**src/hdl/cpr_pkg.sv**
```systemverilog
`default_nettype none
package cpr_pkg;

  localparam int NUM_FRAMES = 64;
  localparam int NUM_BLOCKS = 256;
  localparam int MAX_PROCS  = 16;
  localparam int MAX_PAGES  = 64;

  localparam int FRAME_W = 6;
  localparam int FCNT_W  = 7;
  localparam int BLOCK_W = 8;
  localparam int BCNT_W  = 9;
  localparam int SLOT_W  = 4;
  localparam int PAGE_W  = 6;
  localparam int PCNT_W  = 7;
  localparam int KEY_W   = SLOT_W + PAGE_W;
  localparam int SCAN_W  = 9;

  // command codes
  localparam logic [1:0] CMD_EXTEND  = 2'd0;
  localparam logic [1:0] CMD_FAULT   = 2'd1;
  localparam logic [1:0] CMD_DESTROY = 2'd2;

  // status codes
  localparam logic [1:0] ST_OK         = 2'd0;
  localparam logic [1:0] ST_NO_BLOCK   = 2'd1;
  localparam logic [1:0] ST_NOT_ALLOC  = 2'd2;
  localparam logic [1:0] ST_TABLE_FULL = 2'd3;

  // action codes
  localparam logic [1:0] ACT_NONE     = 2'd0;
  localparam logic [1:0] ACT_GRANT_RW = 2'd1;
  localparam logic [1:0] ACT_MAP_ZERO = 2'd2;
  localparam logic [1:0] ACT_MAP_DISK = 2'd3;

  // configuration register indexes
  localparam logic REG_FRAMES = 1'b0;
  localparam logic REG_BLOCKS = 1'b1;

  // page table entry
  typedef struct packed {
    logic               resident;
    logic               dirty;
    logic [FRAME_W-1:0] frame;
    logic [BLOCK_W-1:0] block;
  } pte_t;

  // datapath operations issued by the controller
  typedef enum logic [4:0] {
    OP_NONE,
    OP_START,
    OP_SCAN_INC,
    OP_NO_BLOCK,
    OP_EXT_FULL,
    OP_EXT_COMMIT,
    OP_BAD_PAGE,
    OP_PTE_RD,
    OP_GRANT,
    OP_SAVE_BLK,
    OP_TAKE_FREE,
    OP_HAND_NORM,
    OP_CLOCK_STEP,
    OP_OWNER_RD,
    OP_VIC_RD,
    OP_EVICT,
    OP_MAP,
    OP_DST_RD,
    OP_DST_FREE,
    OP_DST_DONE,
    OP_LOAD
  } op_t;

  // conditions reported back to the controller
  typedef struct packed {
    logic blk_end;
    logic blk_hit;
    logic tbl_full;
    logic page_bad;
    logic pte_res;
    logic frm_end;
    logic frm_hit;
    logic hand_clear;
    logic dst_more;
  } dp_status_t;

endpackage
`default_nettype wire

```
**src/hdl/cpr_ctrl.sv**
```systemverilog
`default_nettype none
module cpr_ctrl import cpr_pkg::*; (
  input  wire logic       clk,
  input  wire logic       rst,
  input  wire logic       in_valid,
  output logic            in_ready,
  input  wire logic [1:0] command,
  output logic            out_valid,
  input  wire logic       out_ready,
  input  wire dp_status_t st,
  output op_t             op
);

  typedef enum logic [13:0] {
    S_IDLE      = 14'b00000000000001,
    S_EXT_SCAN  = 14'b00000000000010,
    S_FLT_READ  = 14'b00000000000100,
    S_FLT_CHECK = 14'b00000000001000,
    S_FLT_FREE  = 14'b00000000010000,
    S_FLT_CLOCK = 14'b00000000100000,
    S_FLT_OWNER = 14'b00000001000000,
    S_FLT_VREAD = 14'b00000010000000,
    S_FLT_EVICT = 14'b00000100000000,
    S_FLT_MAP   = 14'b00001000000000,
    S_DST_READ  = 14'b00010000000000,
    S_DST_FREE  = 14'b00100000000000,
    S_FINISH    = 14'b01000000000000,
    S_SPARE     = 14'b10000000000000
  } state_t;

  state_t state, state_next;
  logic   out_valid_next;

  assign in_ready = (state == S_IDLE);

  // next state and operation
  always_comb begin
    state_next = state;
    op         = OP_NONE;
    unique case (state)
      S_IDLE: begin
        if (in_valid) begin
          op = OP_START;
          case (command)
            CMD_EXTEND:  state_next = S_EXT_SCAN;
            CMD_FAULT:   state_next = S_FLT_READ;
            CMD_DESTROY: state_next = S_DST_READ;
            default:     state_next = S_FINISH;
          endcase
        end
      end
      S_EXT_SCAN: begin
        if (st.blk_end) begin
          op = OP_NO_BLOCK;
          state_next = S_FINISH;
        end else if (st.blk_hit) begin
          op = st.tbl_full ? OP_EXT_FULL : OP_EXT_COMMIT;
          state_next = S_FINISH;
        end else begin
          op = OP_SCAN_INC;
        end
      end
      S_FLT_READ: begin
        if (st.page_bad) begin
          op = OP_BAD_PAGE;
          state_next = S_FINISH;
        end else begin
          op = OP_PTE_RD;
          state_next = S_FLT_CHECK;
        end
      end
      S_FLT_CHECK: begin
        if (st.pte_res) begin
          op = OP_GRANT;
          state_next = S_FINISH;
        end else begin
          op = OP_SAVE_BLK;
          state_next = S_FLT_FREE;
        end
      end
      S_FLT_FREE: begin
        if (st.frm_hit) begin
          op = OP_TAKE_FREE;
          state_next = S_FLT_MAP;
        end else if (st.frm_end) begin
          op = OP_HAND_NORM;
          state_next = S_FLT_CLOCK;
        end else begin
          op = OP_SCAN_INC;
        end
      end
      S_FLT_CLOCK: begin
        op = OP_CLOCK_STEP;
        if (st.hand_clear) state_next = S_FLT_OWNER;
      end
      S_FLT_OWNER: begin
        op = OP_OWNER_RD;
        state_next = S_FLT_VREAD;
      end
      S_FLT_VREAD: begin
        op = OP_VIC_RD;
        state_next = S_FLT_EVICT;
      end
      S_FLT_EVICT: begin
        op = OP_EVICT;
        state_next = S_FLT_MAP;
      end
      S_FLT_MAP: begin
        op = OP_MAP;
        state_next = S_FINISH;
      end
      S_DST_READ: begin
        if (st.dst_more) begin
          op = OP_DST_RD;
          state_next = S_DST_FREE;
        end else begin
          op = OP_DST_DONE;
          state_next = S_FINISH;
        end
      end
      S_DST_FREE: begin
        op = OP_DST_FREE;
        state_next = S_DST_READ;
      end
      S_FINISH: begin
        if (!out_valid || out_ready) begin
          op = OP_LOAD;
          state_next = S_IDLE;
        end
      end
      default: state_next = S_IDLE;
    endcase
  end

  // result beat held until taken
  assign out_valid_next = (op == OP_LOAD) || (out_valid && !out_ready);

  always_ff @(posedge clk) begin
    if (rst) begin
      state     <= S_IDLE;
      out_valid <= 1'b0;
    end else begin
      state     <= state_next;
      out_valid <= out_valid_next;
    end
  end

endmodule
`default_nettype wire

```
**config.mk**
```make
export PLATFORM = sky130hd
export DESIGN_NAME = cpr_ctrl
export DESIGN_NICKNAME = d
export VERILOG_FILES = /design/src/hdl/cpr_pkg.sv /design/src/hdl/cpr_ctrl.sv
export SDC_FILE = /design/constraint.sdc
export NUM_CORES = 1
export LEC_CHECK = 0
export BUFFER_PORTS_ARGS = -buffer_cell sky130_fd_sc_hd__buf_2
export CORE_MARGIN = 2
export CORE_UTILIZATION = 54
export CTS_CLUSTER_SIZE = 28
export DETAILED_ROUTE_END_ITERATION = 8
export PLACE_DENSITY = 0.88
export SETUP_SLACK_MARGIN = 0.2
export SKIP_LAST_GASP = 1
export SYNTH_ARGS = -nofsm -noshare
export SYNTH_HDL_FRONTEND = slang
export SYNTH_SLANG_ARGS = --single-unit
```
**constraint.sdc**
```tcl
create_clock -name clk -period 2.9 [get_ports clk]
set_clock_uncertainty 0.15 [all_clocks]
set_input_delay 0.29 -clock clk [delete_from_list [all_inputs] [get_ports clk]]
set_output_delay 0.29 -clock clk [all_outputs]
set_load 0.01 [all_outputs]
```
==> results.py <==
metrics = {
    "status": {
        "status": "completed",
    },
    "clocking": {
        "tritoncts": "built",
        "worstSkewPairLatency_ns": 0.29,
        "cts_buffer_depth": 2,
        "cts_sinks": 14,
        "clkTransAtPathRegs_ns": 0.09,
        "cts_htree_levels": 1,
        "cts_root_buf": "clkbuf_4",
        "cts_buffers": 3,
        "cts_hold_buf": 0,
    },
    "synthesis": {
        "yosysSeqAreaShare_pct": 24.2,
        "syn_area_um2": 1160,
        "async_flop_share_pct": 0,
        "netlist_instances": 147,
        "synth_cell_types": 49,
        "syn-num-nets": 162,
        "synth_flop_cell": "dfxtp_1",
        "synth_edf_count": 0,
        "ys_ff_latch": 14,
        "avgSynthCellArea_um2": 7.88,
        "yosysWarnings": 0,
    },
    "worst_setup_path": {
        "worst-endpoint-arrival_ns": 2.24,
        "cp-end-kind": "output port",
        "cp.required_ns": 2.46,
        "path_cells": "or3_4 -> or4_4 -> nor4_2 -> o21ai_1 -> o311ai_0 -> buf_2",
        "crit_family": "simple AND/OR/NAND/NOR gates",
        "worstSetupPathType": "flip-flop to output port",
        "r2r_cells": 6,
        "r2r_slack_ns": 0.58,
        "crit_fanout": 11,
        "crit_buf_inv": 1,
        "worstReg2RegStart": "state[3]",
        "critPathMaxStageDelay_ns": 0.51,
        "cp_slowest_cell": "or4_4",
        "rr_endpoint": "state[12]",
        "cp-start-kind": "flip-flop",
    },
    "timing": {
        "max_slew_margin_pct": 50.9,
        "rsz0062_at_grt": "false",
        "fmax_mhz": 374,
        "max_slew.worst_pin.slew_ns": 0.728,
        "fin_crit_sh_pct": 92.3,
        "finalHoldViolCount": 0,
        "drv_slew": 0,
        "setup_slack_ns": 0.224,
        "setup_viol": 0,
        "period_minus_slack_ns": 2.68,
        "timing.setup.tns_ns": 0,
        "hold_slack_ns": 0.0516,
    },
    "routing": {
        "via_count": 1313,
        "totalWireLength_um": 3700,
        "viasPerCell": 6.77,
        "drt-initial-drc-count": 103,
        "route.detailed.drc": 0,
        "detail_route.wl_per_cell_um": 19.1,
        "final_antenna_net_count": 0,
        "first_pass_iters": 4,
    },
    "global_route": {
        "grt_pass1_vias": 1216,
        "grt.total_usage_pct": 29.5,
        "grt_pass1_wl_um": 5690,
        "antenna_found_initial": 0,
        "overflow": 0,
        "grt_max_degree": 13,
    },
    "cells_and_area": {
        "finalNetCount": 183,
        "antennaDiodeCount": 0,
        "final_area_um2": 1360,
        "final_cells": 194,
        "drive_above_1_share_pct": 31.7,
        "final_util_pct": 67.7,
        "area_delta_synth_final_pct": 17.0,
    },
    "power_and_ir_drop": {
        "total_power_mw": 0.523,
        "power.density_nw_per_um2": 386,
        "leakagePower_nw": 0.536,
        "vdd_drop_max_v": 0.000286,
    },
    "placed_design": {
        "hpwlAfterDp_um": 2590,
        "placedCellCount": 188,
        "place_area_um2": 1260,
        "routabilityCongestion": 1.05,
        "port_buffers": 21,
        "place_ws_ns": 0.439,
    },
    "hold_path": {
        "hp-start": "command[1]",
        "hold_depth": 2,
        "whs_endpoint": "state[2]",
        "holdCritPathClass": "input port to flip-flop",
    },
    "floorplan": {
        "die_area_um2": 2530,
        "rows": 16,
        "core_area_um2": 2000,
        "die_x_um": 50.3,
        "num_io_pins": 22,
        "fp.dieH_um": 50.3,
        "start_util_pct": 57.9,
    },
    "run": {
        "max-cap-violations": 0,
    },
}
## Yosys cell counts, types with 2 or more instances
library cell	instances	area share, %
xor2_1	2	1.5
buf_6	4	3.9
or4_4	3	2.9
nor2_1	12	3.9
inv_1	8	2.6
nor4_4	2	3.7
nor3_1	9	3.9
nor2b_1	3	1.6
nand4_1	5	2.7
nand2_1	9	2.9
nand4b_1	2	1.5
o21ai_0	7	3.0
nand3_1	3	1.3
a31oi_1	2	1.1
nand2b_1	2	1.1
a21oi_1	7	3.0
nor4_1	5	2.7
o32ai_1	2	1.5
dfxtp_1	14	24
nor4b_1	2	1.5
o22a_1	2	1.5
o211ai_1	2	1.3
or3_1	3	1.6
clkbuf_1	7	2.3
nor4_2	2	2.2
xnor2_1	3	2.3
nor3b_1	3	1.9
## routing by layer
layer  part of all wire [%]  up-vias  GRT usage (%)
met3                    8.5       20           6.55
met2                     47       93           49.6
met5                      0        -              0
met1                     40      603           37.1
met4                    3.9        0           9.91
li1                       -      597              -
## report_power, final
group / leakage [nW] / switching [mW] / total [mW] / internal, mW
logic: 0.399 / 0.0932 / 0.166 / 0.0731
clock network: 0.0210 / 0.0710 / 0.147 / 0.0765
registers: 0.116 / 0.0129 / 0.209 / 0.196
## timing repair
action / in CTS / in global routing
pin swaps: 0 / 2
setup buffers: 0 / 2
setup endpoints to repair: 3 / 3
resized for setup: 2 / 12
## kinds of logic after synthesis
family	Yosys count	synth area share [%]
and+or+nand+nor	76	43.5
DFF	14	24.2
xor gates and xnor gates	5	3.78
buffers and inverters	20	9.07
AOI/OAI and AO/OA	31	18.6
muxes	1	0.864
## area by class of cell
| cell class | instances | area, µm² |
|---|---|---|
| Timing Repair Buffer | 28 | 158 |
| Inverter | 8 | 30.0 |
| Tap cell | 27 | 33.8 |
| Multi-Input combinational cell | 113 | 806 |
| Sequential cell | 14 | 292 |
| Clock buffer | 4 | 36.3 |
| Fill cell | 186 | 647 |
## layout by cell type (no fill, tap or decap), drive strengths merged, types with 2 or more instances in the layout
master  count
inv         8
nand2b      2
nand4       5
xnor2       3
nand4b      2
buf        28
nor2b       3
nor3        9
o311ai      2
nor4        9
clkbuf      4
nor4b       2
xor2        2
a31oi       2
nand3       3
or4         3
nand2      10
a21oi       7
o21ai       7
nor3b       3
o211ai      2
nor2       12
o22a        2
dfxtp      14
or3         3
o32ai       2
or3b        2
## state kept, by name, indices dropped and copies added (netlist names)
signal	cells
state	13
out_valid	1
## how the worst max path moves through the flow
stage               endpoint  startpoint  slack (ns)  depth (start not counted)
floorplan              op[2]    state[4]        0.51                          5
global placement       op[2]    state[9]        0.52                          6
detailed placement     op[2]    state[9]        0.44                          6
CTS                    op[2]    state[9]        0.21                          6
global route           op[2]    state[9]        0.16                          6
finish                 op[2]    state[9]        0.22                          6
## worst reg2reg max path, delay by kind of cell, from the launching register on
kind | cells | cell delay (ns)
and+or+nand+nor | 3 | 0.95
buffers and inverters | 1 | 0.23
DFF | 1 | 0.41
AOI/OAI and AO/OA | 2 | 0.51
Power figures use the tool's default switching activity.
